<file path="config.mk">
export PLATFORM = sky130hd
export DESIGN_NAME = periodic_task_tick_scheduler_unit
export DESIGN_NICKNAME = d
export VERILOG_FILES = /design/src/hdl/ptts_pkg.sv /design/src/hdl/periodic_task_tick_scheduler_unit.sv /design/src/hdl/ptts_cell.sv /design/src/hdl/ptts_update.sv
export SDC_FILE = /design/constraint.sdc
export NUM_CORES = 1
export LEC_CHECK = 0
export BUFFER_PORTS_ARGS = -buffer_cell sky130_fd_sc_hd__buf_2
export CORE_MARGIN = 2
export CORE_UTILIZATION = 66
export CTS_CLUSTER_DIAMETER = 30
export CTS_CLUSTER_SIZE = 40
export DETAILED_ROUTE_END_ITERATION = 8
export GPL_TIMING_DRIVEN = 0
export PLACE_DENSITY = 0.84
export SLEW_MARGIN = 5
export SYNTH_ARGS = -nofsm -noshare
export SYNTH_HDL_FRONTEND = slang
export SYNTH_SLANG_ARGS = --single-unit
</file>
<file path="constraint.sdc">
create_clock -name clk -period 6.8 [get_ports clk]
set_input_delay 1.36 -clock clk [delete_from_list [all_inputs] [get_ports clk]]
set_output_delay 1.36 -clock clk [all_outputs]
set_load 0.02 [all_outputs]
</file>
<file path="src/hdl/ptts_pkg.sv">
package ptts_pkg;

	// Operation codes
	localparam logic [2:0] OP_TICK    = 3'd0;
	localparam logic [2:0] OP_CREATE  = 3'd1;
	localparam logic [2:0] OP_DELETE  = 3'd2;
	localparam logic [2:0] OP_SUSPEND = 3'd3;
	localparam logic [2:0] OP_RESUME  = 3'd4;

	localparam int MASK_W = 8;

	// Input word
	typedef struct packed {
		logic [2:0]  operation;
		logic [2:0]  slot;
		logic [15:0] period;
		logic [15:0] first_delay;
	} in_t;

	// Result word
	typedef struct packed {
		logic              status;
		logic [MASK_W-1:0] fire_mask;
	} out_t;

	// State of one task slot, held by one cell
	typedef struct packed {
		logic        present;
		logic        resumed;
		logic [15:0] period;
		logic [15:0] countdown;
	} slot_t;

	// Per-slot outcome reported by the head update
	typedef struct packed {
		logic taken;
		logic fire;
	} upd_res_t;

	// Sequencer states
	typedef enum logic [1:0] {
		S_IDLE,
		S_RUN,
		S_DONE
	} state_t;

endpackage

</file>
<file path="src/hdl/periodic_task_tick_scheduler_unit.sv">
// Channel  Signals                          Direction  Word
// in       in_valid / in_ready / in_data    input      operation, slot, period, first_delay
// out      out_valid / out_ready / out_data output     status, fire_mask
//
// For each word the slot ring rotates once through the
// single head update unit, one slot per cycle, then the result moves to the
// output register. A new word is taken while an earlier result waits there.
// Reset clears all slots (empty, suspended, zero period and countdown).
// A stalled output holds the sequencer in its final state; the ring stays put.
module periodic_task_tick_scheduler_unit #(
	parameter int SLOT_COUNT = 8
) (
	input  logic           clk,
	input  logic           arst_n,
	input  logic           in_valid,
	output logic           in_ready,
	input  ptts_pkg::in_t  in_data,
	output logic           out_valid,
	input  logic           out_ready,
	output ptts_pkg::out_t out_data
);
	import ptts_pkg::*;

	localparam int IDX_W = (SLOT_COUNT > 1) ? $clog2(SLOT_COUNT) : 1;

	state_t             state_q, state_d;
	logic [IDX_W-1:0]   cnt_q;
	logic               last;
	in_t                item_q;
	logic [MASK_W-1:0]  mask_q;
	logic               status_q;
	out_t               out_q;
	logic               out_valid_q;
	logic               shift_en;
	logic               load_out;
	logic               accept;
	slot_t              ring [SLOT_COUNT];
	slot_t              head_nxt;
	upd_res_t           head_res;

	assign last   = (cnt_q == IDX_W'(SLOT_COUNT - 1));
	assign accept = in_valid && in_ready;

	// Ring of slot cells; the head feeds the tail through the update unit
	for (genvar i = 0; i < SLOT_COUNT; i++) begin : g_cell
		slot_t d;
		if (i == SLOT_COUNT - 1) begin : g_tail
			assign d = head_nxt;
		end else begin : g_mid
			assign d = ring[i+1];
		end
		ptts_cell u_cell (
			.clk      (clk),
			.arst_n   (arst_n),
			.shift_en (shift_en),
			.d        (d),
			.q        (ring[i])
		);
	end

	ptts_update #(
		.IDX_W (IDX_W)
	) u_update (
		.item (item_q),
		.idx  (cnt_q),
		.cur  (ring[0]),
		.nxt  (head_nxt),
		.res  (head_res)
	);

	// Next state
	always_comb begin
		state_d = state_q;
		unique case (state_q)
			S_IDLE: if (in_valid) state_d = S_RUN;
			S_RUN:  if (last) state_d = S_DONE;
			S_DONE: if (!out_valid_q || out_ready) state_d = S_IDLE;
			default: state_d = S_IDLE;
		endcase
	end

	// Sequencer outputs
	always_comb begin
		in_ready = 1'b0;
		shift_en = 1'b0;
		load_out = 1'b0;
		unique case (state_q)
			S_IDLE: in_ready = 1'b1;
			S_RUN:  shift_en = 1'b1;
			S_DONE: load_out = !out_valid_q || out_ready;
			default: in_ready = 1'b0;
		endcase
	end

	// Control registers
	always_ff @(posedge clk or negedge arst_n) begin
		if (!arst_n) begin
			state_q     <= S_IDLE;
			cnt_q       <= '0;
			out_valid_q <= 1'b0;
		end else begin
			state_q <= state_d;
			if (accept) begin
				cnt_q <= '0;
			end else if (shift_en) begin
				cnt_q <= last ? '0 : cnt_q + IDX_W'(1);
			end
			if (load_out) begin
				out_valid_q <= 1'b1;
			end else if (out_ready) begin
				out_valid_q <= 1'b0;
			end
		end
	end

	// Capture the word, accumulate the result over the sweep and load the output register
	always_ff @(posedge clk) begin
		if (accept) begin
			item_q   <= in_data;
			mask_q   <= '0;
			status_q <= 1'b0;
		end else if (shift_en) begin
			mask_q   <= mask_q | (MASK_W'(head_res.fire) << cnt_q);
			status_q <= status_q | head_res.taken;
		end
		if (load_out) begin
			out_q.status    <= status_q;
			out_q.fire_mask <= mask_q;
		end
	end

	assign out_valid = out_valid_q;
	assign out_data  = out_q;

endmodule

</file>
<file path="src/hdl/ptts_cell.sv">
module ptts_cell (
	input  logic            clk,
	input  logic            arst_n,
	input  logic            shift_en,
	input  ptts_pkg::slot_t d,
	output ptts_pkg::slot_t q
);
	import ptts_pkg::*;

	slot_t slot_q;

	// Take the neighbor's slot state on every shift
	always_ff @(posedge clk or negedge arst_n) begin
		if (!arst_n) begin
			slot_q <= '0;
		end else if (shift_en) begin
			slot_q <= d;
		end
	end

	assign q = slot_q;

endmodule

</file>
<file path="src/hdl/ptts_update.sv">
module ptts_update #(
	parameter int IDX_W = 3
) (
	input  ptts_pkg::in_t      item,
	input  logic [IDX_W-1:0]   idx,
	input  ptts_pkg::slot_t    cur,
	output ptts_pkg::slot_t    nxt,
	output ptts_pkg::upd_res_t res
);
	import ptts_pkg::*;

	logic match;

	assign match = (32'(item.slot) == 32'(idx));

	// Apply the operation to the slot passing the head of the ring
	always_comb begin
		nxt = cur;
		res = '0;
		if (item.operation == OP_TICK) begin
			if (cur.present && cur.resumed) begin
				if (cur.countdown == 16'd0) begin
					nxt.countdown = cur.period - 16'd1;
					res.fire      = 1'b1;
				end else begin
					nxt.countdown = cur.countdown - 16'd1;
				end
			end
		end else if (match) begin
			case (item.operation)
				OP_CREATE: begin
					if (cur.present) begin
						res.taken = 1'b1;
					end else begin
						nxt.present   = 1'b1;
						nxt.resumed   = 1'b1;
						nxt.period    = item.period;
						nxt.countdown = item.first_delay;
					end
				end
				OP_DELETE:  nxt.present = 1'b0;
				OP_SUSPEND: nxt.resumed = 1'b0;
				OP_RESUME:  nxt.resumed = 1'b1;
				default:    nxt = cur;
			endcase
		end
	end

endmodule
</file>
# ---- Yosys cells after proc, flatten, opt, wreduce, memory -nomap -nowiden
# Index checks and enable logic that the tools add are counted.
# Widths: inputs -> output; s select.
dict set report op_classes {
  shifts 1
  reduce_logical 10
  div_mod_pow 0
  n_eq_ne 11
  addsub 3
  n_mux 28
  n_lt_le_gt_ge 0
  multipliers 0
  n_bitwise 2
}
# op n
set op_table {}
lappend op_table {{$mux 16} 3}
lappend op_table {{$mux 34} 1}
lappend op_table {{$mux 33} 1}
lappend op_table {{$mux 32} 1}
lappend op_table {{$sub 16x1->16 const B} 2}
lappend op_table {{$mux 18} 1}
lappend op_table {{$logic_not 16->1} 1}
lappend op_table {{$mux 1} 12}
lappend op_table {{$mux 3} 3}
lappend op_table {{$or 8x8->8} 1}
lappend op_table {{$shl 1x3->8} 1}
lappend op_table {{$eq 3x2->1 const B} 2}
lappend op_table {{$eq 3x3->1 const B} 2}
lappend op_table {{$mux 2} 3}
lappend op_table {{$ne 2x2->1 const B} 3}
lappend op_table {{$pmux 2 s3} 1}
lappend op_table {{$reduce_bool 2->1} 2}
lappend op_table {{$add 3x1->3 const B} 1}
lappend op_table {{$eq 3x1->1 const B} 1}
lappend op_table {{$eq 3x3->1} 1}
lappend op_table {{$logic_not 3->1} 1}
lappend op_table {{$pmux 1 s3} 1}
lappend op_table {{$reduce_and 3->1} 1}
lappend op_table {{$eq 2x1->1 const B} 1}
lappend op_table {{other kinds (7)} 8}
dict set report word_totals {
  output_inout_bits 11
  ram_bits 0
  mem_bits_ro 0
  inputBits 42
  reg_bits 334
  n_memories 0
  latch_bits 0
}

# ---- Depth between registers and ports, before layout
# Gate-level depths: netlist of the first run.
dict set report depth {
  word_depth 6
  ltp_mapped 12
  depth_no_buf 11
}

# ---- By module
# Synthesis of the first run repeated with hierarchy kept, for this count alone.
dict set report unflattened {
  cells_unflattened 905
  hier_area_um2 14604.0
}
# mod area_per_inst_um2 instances cells_each
set modules_own_cells {}
lappend modules_own_cells {ptts_cell 1417.6 8 72}
lappend modules_own_cells {periodic_task_tick_scheduler_unit 2015.7 1 101}
lappend modules_own_cells {ptts_update 1247.4 1 228}

# ---- Least setup slack after synthesis of the first run
# No wires, ideal clock.
dict set report synth_timing {
  path_kind {input to register}
  startpoint {input port in_valid}
  endpoint {register cnt_q[1]}
  setup_ps 199
  stages 4
  arrival_time_ps 2992
  setup_slack_ps 3609
  path_cell_list {nand2_1 -> inv_1 -> clkbuf_1 -> o21ai_0}
}
dict set report synth_via {
  elab_chain_len 2
}
# item line
set synth_rtl {}
lappend synth_rtl {{start, declared} periodic_task_tick_scheduler_unit.sv:15} ;# input logic in_valid,
lappend synth_rtl {{$logic_and 1x1->1 (*)} periodic_task_tick_scheduler_unit.sv:42} ;# assign accept = in_valid && in_ready;
lappend synth_rtl {{named net accept} periodic_task_tick_scheduler_unit.sv:36} ;# logic accept;
lappend synth_rtl {{$mux 3 / $reduce_bool 2->1 (equally long branches)} n/a}
lappend synth_rtl {{end signal, assigned} periodic_task_tick_scheduler_unit.sv:106} ;# cnt_q <= last ? '0 : cnt_q + IDX_W'(1);
lappend synth_rtl {{end, declared} periodic_task_tick_scheduler_unit.sv:27} ;# logic [IDX_W-1:0] cnt_q;
# Mark *: on every way through the listed nets, which the timed path passes. The rest lies on a longest branch.
# A chain may end at the register's enable or synchronous reset.

# ---- Final worst setup path of the first run
dict set report layout_timing {
  startpoint {register g_cell[0].u_cell.slot_q, in the netlist g_cell[0].u_cell.q[3]}
  endpoint {register g_cell[7].u_cell.slot_q, in the netlist g_cell[7].u_cell.q[4]}
}
dict set report layout_via {
  elab_chain_len 4
}
# item line
set layout_rtl {}
lappend layout_rtl {{start, declared} ptts_cell.sv:10} ;# slot_t slot_q;
lappend layout_rtl {{start signal, assigned} ptts_cell.sv:15} ;# slot_q <= '0;
lappend layout_rtl {{start signal, assigned} ptts_cell.sv:17} ;# slot_q <= d;
lappend layout_rtl {{$sub 16x1->16 / $logic_not 16->1 (equally long branches)} {ptts_update.sv:26, ptts_update.sv:22}}
lappend layout_rtl {{$mux 16 (*)} ptts_update.sv:22} ;# if (cur.countdown == 16'd0) begin
lappend layout_rtl {{$mux 16 (*)} ptts_update.sv:21} ;# if (cur.present && cur.resumed) begin
lappend layout_rtl {{$mux 16 (*)} ptts_update.sv:20} ;# if (item.operation == OP_TICK) begin
lappend layout_rtl {{end signal, assigned} ptts_cell.sv:15}
lappend layout_rtl {{end signal, assigned} ptts_cell.sv:17}
lappend layout_rtl {{end, declared} ptts_cell.sv:10}
# Every way passes the cells marked *; elsewhere a longest branch is shown, timed or not.

==> implementation parameters, run 1 <==
Parameter                              Value

Run status
  Run status ... finished, final reports clean

GRT
  GRT met2 Usage ... a little over half
  Vias in the first global route ... between 10000 and 15000
  Largest net degree at the start of global routing ... ~120
  Global-route layer with the greatest usage ... met2
  Met3 Usage GRT ... between 8 and 9%
  Global-route wire length before repair ... 56.2 mm
  M1 GR Usage ... ~46%
  Overall overflow remaining after global route ... 0
  All-layer global routing usage ... 33.6%
  Antenna violations before repair ... 1

Worst setup path
  Critical path cell sequence ... buf_2 > nor4_4 > nand4_1 > nor2_1 > a21oi_1 > ha_1 > nand2b_1 > nor3_1 > a32o_1 > nand2_1 > a21oi_1 > a211o_1
  Crit path kind ... flop to flop
  Biggest fanout along the worst timing path ... 10
  CP endpoint kind ... flop
  Cell seen most often among critical-path stages ... sky130_fd_sc_hd__a21oi_1
  Worst path slowest cell ... sky130_fd_sc_hd__nor2_1
  Worst path max stage delay ... between 0.6 and 0.7 ns
  Top Family by Delay on Critical Path ... simple AND/OR/NAND/NOR gates
  Required time reported for the critical path endpoint ... just over 7 ns
  Data arrival time at the worst-slack endpoint ... between 3 and 4 ns
  Critical path buffers and inverters ... 1
  Setup crit start kind ... flop

Layout
  Number of standard cells in the layout, taps in and fillers out ... around 1900
  Design Area, Final ... approximately 16000 sq um
  Fillcell total ... 1220
  NumNets Final ... roughly 1600
  Fraction of layout cells with a size suffix above 1 ... between 10% and 20%
  Diodes inserted ... 0
  Area delta synth->final ... 19.1%

Power and ir drop
  Maximum resistive drop on vdd ... around 0.34 mV
  Leakage component of the power ... 8.03 nW
  Power density cells ... ~530 nW/um^2

Timing
  Maximum clock frequency ... about 0.29 GHz
  RSZ-0062 raised after global routing ... no
  Time the final worst path needs with I/O delays and setup ... 3.50 ns
  Final number of max-transition violations ... 0
  Share of the cycle needed by the critical path after routing ... between 50% and 60%
  Worst Max-Slew Pin Slew ... 1.15 ns
  Final worst-path setup slack ... about 3.3 ns
  Final hold viol count ... 0
  Worst clock skew ... between 0.01 and 0.015 ns
  Slew Limit Headroom ... a little under a quarter
  Number of setup violations in the final report ... 0

Logic synthesis
  Post-synthesis register bit count ... about 330
  Synth area leaders ... sky130_fd_sc_hd__dfrtp_1, sky130_fd_sc_hd__nand2_1, sky130_fd_sc_hd__edfxtp_1
  Most used standard cells in the synthesized netlist ... sky130_fd_sc_hd__nand2_1, sky130_fd_sc_hd__dfrtp_1, sky130_fd_sc_hd__clkbuf_1
  Predominant post-synthesis flop cell ... sky130_fd_sc_hd__dfrtp_1
  Ys async rst share ... 83.2%
  Synth Instances ... ~1400
  Number of distinct library cells after synthesis ... 62
  Post-Synthesis Cell Area ... ~13000 sq um
  Total number of yosys warnings ... 0
  Synthesized netlist net count ... 1484
  Post-synth top area cell ... sky130_fd_sc_hd__dfrtp_1
  Most common cell in the synthesized netlist ... sky130_fd_sc_hd__nand2_1
  Sequential-to-total area share from yosys stat ... between 60 and 70%
  Yosys top cell area share ... between 50% and 60%
  Count of flip-flops with a built-in enable after synthesis ... between 40 and 50
  Syn avg cell area ... 9.27 sq um

Placed design
  Detailed-placement wirelength estimate ... approximately 22 mm
  Post-Place Worst Slack ... between 3 and 4 ns
  RD Place Congestion ... 0.923
  Number of cells after detailed placement ... about 1800
  Post-detailed-placement cell area ... about 14000 sq um
  Count of input and output buffers ... 52

Floorplan
  Chip Height ... 146 microns
  # IOs ... 53
  Initial Util ... between 60% and 70%
  DIE WIDTH ... approximately 150 microns
  Area of the placeable core ... just under 20000 sq um
  Overall die area ... around 21000 sq um
  Number of rows created at floorplan ... just over 50

Flow run
  Max capacitance violation total ... 0

Drt
  Routed length per instance ... ~19 microns
  DR DRC count ... 0
  Detailed-route via count ... 10800
  Per-cell via count in the routed design ... around 5.8
  Total Routed Length ... between 30 and 40 mm
  DR pass1 iterations ... 6
  Count of nets left with antenna violations after detail routing ... 0
  Drt initial violations ... approximately 1100

Clock network
  Clock latency on the worst-skew pair ... 0.54 ns
  Cell at the root of the clock tree ... sky130_fd_sc_hd__clkbuf_16
  Post-cts resize count ... 0
  Hold buffers post-CTS ... 0
  Number of levels the H-tree was split into ... 2
  Buffer depth of the longest clock path ... 3
  TritonCTS sink count ... between 300 and 400
  Total CTS buffers ... 53
  Clock tree from TritonCTS ... yes
  Buffers inserted by post-CTS timing repair ... 0
  Clock-pin slew reported for the worst setup and hold paths after clock tree synthesis ... ~0.050 ns

Hold path
  Class of the tightest hold or removal check ... flop to flop
power breakdown:
part / total, W / internal, W / switching [W]
combinational: 0.00239 / 0.000713 / 0.00167
clock: 0.00279 / 0.00183 / 0.000961
sequential: 0.00317 / 0.00269 / 0.000483
cells by family after synthesis:
kind of cell,after synthesis,share of synthesized area (%)
adder cells (fa/ha/maj),3,0.282
multiplexers,4,0.310
flip-flops,334,64.1
AO/OA/AOI/OAI,124,6.11
buffers and inverters,85,2.44
XOR/XNOR,10,0.657
AND/OR/NAND/NOR,879,26.1
through the flow:
step / utilization (%) / TNS [ns] / power, W / hold WS (ns)
final: 80.8 / 0 / 0.00835 / 0.432
after global routing: 80.8 / 0 / 0.00878 / 0.433
after CTS: 80.8 / 0 / 0.00829 / 0.433
after detailed placement: 71.3 / 0 / 0.00543 / 0.418
after global placement: 70.8 / -138.50 / 0.00532 / 0.413
after floorplan: - / 0 / 0.00463 / 0.409
sequential cells by signal (all words and copies together), names as in the netlist:
register	cells
g_cell.u_cell.q	272
item_q	38
out_data	9
mask_q	8
cnt_q	3
state_q	2
out_valid	1
status_q	1
placed cells by master, fill, tap and decap left out, types with 6 or more instances in the layout:
cell | netlist | final
sky130_fd_sc_hd__nand2_1 | 774 | 774
sky130_fd_sc_hd__dfrtp_1 | 278 | 278
sky130_fd_sc_hd__clkbuf_1 | 67 | 72
sky130_fd_sc_hd__buf_2 | 4 | 55
sky130_fd_sc_hd__clkbuf_16 | 0 | 53
sky130_fd_sc_hd__edfxtp_1 | 47 | 47
sky130_fd_sc_hd__nor2_1 | 42 | 42
sky130_fd_sc_hd__a31oi_1 | 26 | 26
sky130_fd_sc_hd__o21ai_0 | 25 | 25
sky130_fd_sc_hd__a21oi_1 | 23 | 23
sky130_fd_sc_hd__nor3_1 | 15 | 15
sky130_fd_sc_hd__or3_1 | 10 | 10
sky130_fd_sc_hd__bufinv_16 | 0 | 9
sky130_fd_sc_hd__dfxtp_1 | 9 | 9
sky130_fd_sc_hd__buf_1 | 7 | 7
sky130_fd_sc_hd__xnor2_1 | 7 | 7
sky130_fd_sc_hd__nand3_1 | 7 | 7
sky130_fd_sc_hd__inv_1 | 6 | 6
sky130_fd_sc_hd__o31ai_1 | 6 | 6
sky130_fd_sc_hd__clkinv_4 | 0 | 6
sky130_fd_sc_hd__clkinv_2 | 0 | 6
sky130_fd_sc_hd__clkinvlp_4 | 0 | 6
path summary, 6_finish.rpt:
| path | start | endpoint | slack (ns) | depth (start not counted) |
|---|---|---|---|---|
| max reg2reg | g_cell[0].u_cell.q[3] | g_cell[7].u_cell.q[4] | 3.30 | 12 |
| min in group asynchronous | arst_n | g_cell[6].u_cell.q[3] | 0.71 | 1 |
| min reg2reg | mask_q[2] | out_data[2] | 0.43 | 0 |
| min | mask_q[2] | out_data[2] | 0.43 | 0 |
| max | g_cell[0].u_cell.q[3] | g_cell[7].u_cell.q[4] | 3.30 | 12 |
| max in group asynchronous | arst_n | g_cell[5].u_cell.q[24] | 5.15 | 2 |
per-layer routing:
layer | vias to the layer above | part of all wire (%)
met5 | - | 0
met3 | 99 | 8.9
met1 | 5299 | 41
met4 | 0 | 3.0
met2 | 553 | 47
li1 | 4871 | -
worst register-to-register path, stage by stage, from the launching register on:
cell and delay (ns):
sky130_fd_sc_hd__dfrtp_1 0.35, sky130_fd_sc_hd__buf_2 0.20, sky130_fd_sc_hd__nor4_4 0.44, sky130_fd_sc_hd__nand4_1 0.23, sky130_fd_sc_hd__nor2_1 0.63, sky130_fd_sc_hd__a21oi_1 0.21, sky130_fd_sc_hd__ha_1 0.27, sky130_fd_sc_hd__nand2b_1 0.26
sky130_fd_sc_hd__nor3_1 0.13, sky130_fd_sc_hd__a32o_1 0.22, sky130_fd_sc_hd__nand2_1 0.07, sky130_fd_sc_hd__a21oi_1 0.07, sky130_fd_sc_hd__a211o_1 0.29
area by class of cell:
class	instances	area (sq um)	share of cell area (%)
repair buffers	55	345	2.18
multi-input cells	1020	4460	28.1
plain buffers	79	304	1.92
clock buffers	63	1400	8.84
well taps	265	332	2.09
clock inverters	34	459	2.89
flip-flops and latches	334	8550	53.9
inverters	6	22.5	0.142
Note: power is estimated with default switching activity, not from simulation.
==> run 2: changes to the inputs <==
--- a/config.mk
+++ b/config.mk
@@ -7,12 +7,12 @@
 export LEC_CHECK = 0
 export BUFFER_PORTS_ARGS = -buffer_cell sky130_fd_sc_hd__buf_2
 export CORE_MARGIN = 2
-export CORE_UTILIZATION = 66
+export CORE_UTILIZATION = 55
 export CTS_CLUSTER_DIAMETER = 30
 export CTS_CLUSTER_SIZE = 40
 export DETAILED_ROUTE_END_ITERATION = 8
 export GPL_TIMING_DRIVEN = 0
-export PLACE_DENSITY = 0.84
+export PLACE_DENSITY = 0.75
 export SLEW_MARGIN = 5
 export SYNTH_ARGS = -nofsm -noshare
 export SYNTH_HDL_FRONTEND = slang
==> constraint.sdc (replaced) <==
create_clock -name clk -period 3.05 [get_ports clk]
set_input_delay 0.61 -clock clk [delete_from_list [all_inputs] [get_ports clk]]
set_output_delay 0.61 -clock clk [all_outputs]
set_load 0.02 [all_outputs]
==> implementation parameters, run 2 (synthesis results as in run 1) <==
Parameter                              Value

Drt
  Per-cell via count in the routed design ... 5.41 (-7.2%)
  DR pass1 iterations ... 5 (-1)
  Routed length per instance ... 17.3 microns (-8.3%)
  Total Routed Length ... 33.4 mm (-4.9%)
  Count of nets left with antenna violations after detail routing ... 0 (unchanged)
  Detailed-route via count ... 10400 (-3.8%)
  DR DRC count ... 0 (unchanged)
  Drt initial violations ... 943 (-17%)

Layout
  Most common cell after layout, fill and taps aside ... sky130_fd_sc_hd__nand2_1
  Diodes inserted ... 0 (unchanged)
  Number of flip-flops under the largest register name ... 272 (unchanged)
  Area delta synth->final ... 22.3%
  Fillcell total ... 1758 (+44%)
  Fraction of layout cells with a size suffix above 1 ... 11.3% (+1.1 points)
  Commonest cells after routing, fill and taps aside ... sky130_fd_sc_hd__nand2_1, sky130_fd_sc_hd__dfrtp_1, sky130_fd_sc_hd__clkbuf_1
  NumNets Final ... 1602 (+0.50%)

Timing
  Slew Limit Headroom ... 24.8% (+2.1 points)
  Fin Setup TNS ... 0 ns (unchanged)
  Final worst-path setup slack ... 0.244 ns (-3.06 ns)
  Worst-case hold slack ... 0.0397 ns (-0.392 ns)
  Time the final worst path needs with I/O delays and setup ... 2.81 ns (-0.692 ns)
  Final hold viol count ... 0 (unchanged)
  Share of the cycle needed by the critical path after routing ... 92.0% (+41 points)
  Final number of max-transition violations ... 0 (unchanged)
  Worst Max-Slew Pin Slew ... 1.12 ns (-0.0306 ns)
  Maximum clock frequency ... 0.356 GHz (+25%)
  Worst clock skew ... 0.0127 ns (+0.000254 ns)
  Number of setup violations in the final report ... 0 (unchanged)
  RSZ-0062 raised after global routing ... no

Worst setup path
  FF-to-FF End ... g_cell[7].u_cell.q[11]
  Required time reported for the critical path endpoint ... 3.47 ns (-3.73 ns)
  Top Family by Delay on Critical Path ... buffers and inverters
  Critical path cell sequence ... clkbuf_1 > nor4b_1 > and4_1 > clkbuf_1 > clkbuf_1 > o21ai_0 > a21oi_1 > a22oi_1
  Worst path max stage delay ... 0.58 ns (-0.05 ns)
  Critical path buffers and inverters ... 3 (+2)
  CP endpoint kind ... flop
  Reg-to-reg critical path startpoint ... item_q[36]
  Data arrival time at the worst-slack endpoint ... 3.22 ns (-0.68 ns)
  Number of stages on the worst setup path ... 8 (-4)
  Cell seen most often among critical-path stages ... sky130_fd_sc_hd__clkbuf_1
  Setup crit start kind ... flop
  Number of cells on the worst reg-to-reg path ... 8 (-4)
  Worst path slowest cell ... sky130_fd_sc_hd__clkbuf_1
  Biggest fanout along the worst timing path ... 10 (unchanged)
  Worst setup path start ... item_q[36]
  Worst-case register-to-register setup slack ... 0.24 ns (-3.06 ns)
  Crit path kind ... flop to flop

Clock network
  Cell at the root of the clock tree ... sky130_fd_sc_hd__clkbuf_16
  Number of levels the H-tree was split into ... 2 (unchanged)
  Buffer depth of the longest clock path ... 3 (unchanged)
  Total CTS buffers ... 58 (+9.4%)
  Clock latency on the worst-skew pair ... 0.57 ns (+0.03 ns)
  Clock tree from TritonCTS ... yes
  TritonCTS sink count ... 334 (unchanged)
  Clock-pin slew reported for the worst setup and hold paths after clock tree synthesis ... 0.05 ns (about the same)
  Hold buffers post-CTS ... 0 (unchanged)

GRT
  Antenna violations before repair ... 0 (-1)
  Overall overflow remaining after global route ... 0 (unchanged)
  Global-route wire length before repair ... 54.2 mm (-3.5%)
  Vias in the first global route ... 10500 (-2.7%)
  All-layer global routing usage ... 26.7% (-6.9 points)
  Largest net degree at the start of global routing ... 113 (-8.9%)

Placed design
  Count of input and output buffers ... 52 (unchanged)
  Detailed-placement wirelength estimate ... 22.0 mm (-0.92%)
  RD Place Congestion ... 0.949 (+2.8%)
  Post-Place Worst Slack ... -0.317 ns (-3.76 ns)

Floorplan
  Overall die area ... 25500 sq um (+19%)
  Chip Height ... 160 microns (+9.3%)
  Initial Util ... 56.5% (-11 points)
  DIE WIDTH ... 160 microns (+9.3%)
  Area of the placeable core ... 23600 sq um (+20%)
  Number of rows created at floorplan ... 56 (+9.8%)
  # IOs ... 53 (unchanged)

Power and ir drop
  Total chip power ... 0.0193 W (+130%)
  Maximum resistive drop on vdd ... 0.685 mV (+100%)
  Leakage component of the power ... 8.21 nW (+2.2%)
  Power density cells ... 1190 nW/um^2 (+130%)

Hold path
  Class of the tightest hold or removal check ... primary input to asynchronous set/reset pin

Flow run
  Max capacitance violation total ... 0 (unchanged)

Run status
  Run status ... finished, final reports clean
## run 2: changes by cell type in the layout (fill, tap and decap cells not counted), sizes merged
cell and change:
clkbuf +13, buf +3, inv -2, clkinv +1
## run 2: layout make-up
type | instances | area [sq um] | share of cell area, %
Buffer | 79 | 304 | 1.86
Clock buffer | 76 | 1750 | 10.7
Clock inverter | 33 | 447 | 2.74
Inverter | 6 | 22.5 | 0.138
Multi-Input combinational cell | 1020 | 4470 | 27.4
Sequential cell | 334 | 8550 | 52.4
Tap cell | 319 | 399 | 2.45
Timing Repair Buffer | 58 | 368 | 2.26
## run 2: power by group
| group | internal (W) | total (W) | switching (W) | leakage (nW) |
|---|---|---|---|---|
| clock | 0.00481 | 0.00705 | 0.00224 | 1.06 |
| sequential | 0.00600 | 0.00707 | 0.00107 | 4.19 |
| combinational | 0.00164 | 0.00521 | 0.00357 | 2.96 |
## run 2: metrics by stage
step	utilization (%)	instances	area, sq um
finish	69.1	1925	16300
global route	69.1	1925	16300
CTS	69.0	1923	16300
detailed placement	59.6	1813	14100
global placement	59.3	1810	14000
floorplan	-	1439	13300
## run 2: per-layer routing
| metal | track usage (%) | wire length [microns] | vias up |
|---|---|---|---|
| met5 | 0 | 0 | - |
| met4 | 9.63 | 991 | 0 |
| met3 | 5.66 | 2620 | 83 |
| met2 | 41.1 | 15200 | 385 |
| met1 | 37.8 | 14600 | 5049 |
| li1 | - | - | 4899 |
## run 2: worst max-delay path by stage
stage | endpoint | slack, ns
floorplan | g_cell[7].u_cell.q[4] | 0.33
global route | g_cell[7].u_cell.q[11] | 0.07
detailed placement | g_cell[7].u_cell.q[4] | -0.32
global placement | g_cell[4].u_cell.q[29] | -3.63
finish | g_cell[7].u_cell.q[11] | 0.24
CTS | g_cell[7].u_cell.q[4] | 0.14
## run 2: what timing repair did
item | 4_1_cts | 5_1_grt
gates resized for setup | 2 | 1
cloned | 0 | 0
buffers inserted | 1 | 2
pin swaps | 1 | 2
hold endpoints to repair | 0 | 0
endpoints found under the setup margin | 6 | 4
## run 2: worst register-to-register path, stage by stage, from the launching register on
cell and delay [ns]:
sky130_fd_sc_hd__edfxtp_1 0.36, sky130_fd_sc_hd__clkbuf_1 0.19, sky130_fd_sc_hd__nor4b_1 0.50, sky130_fd_sc_hd__and4_1 0.28
sky130_fd_sc_hd__clkbuf_1 0.27, sky130_fd_sc_hd__clkbuf_1 0.58, sky130_fd_sc_hd__o21ai_0 0.18, sky130_fd_sc_hd__a21oi_1 0.19
sky130_fd_sc_hd__a22oi_1 0.12
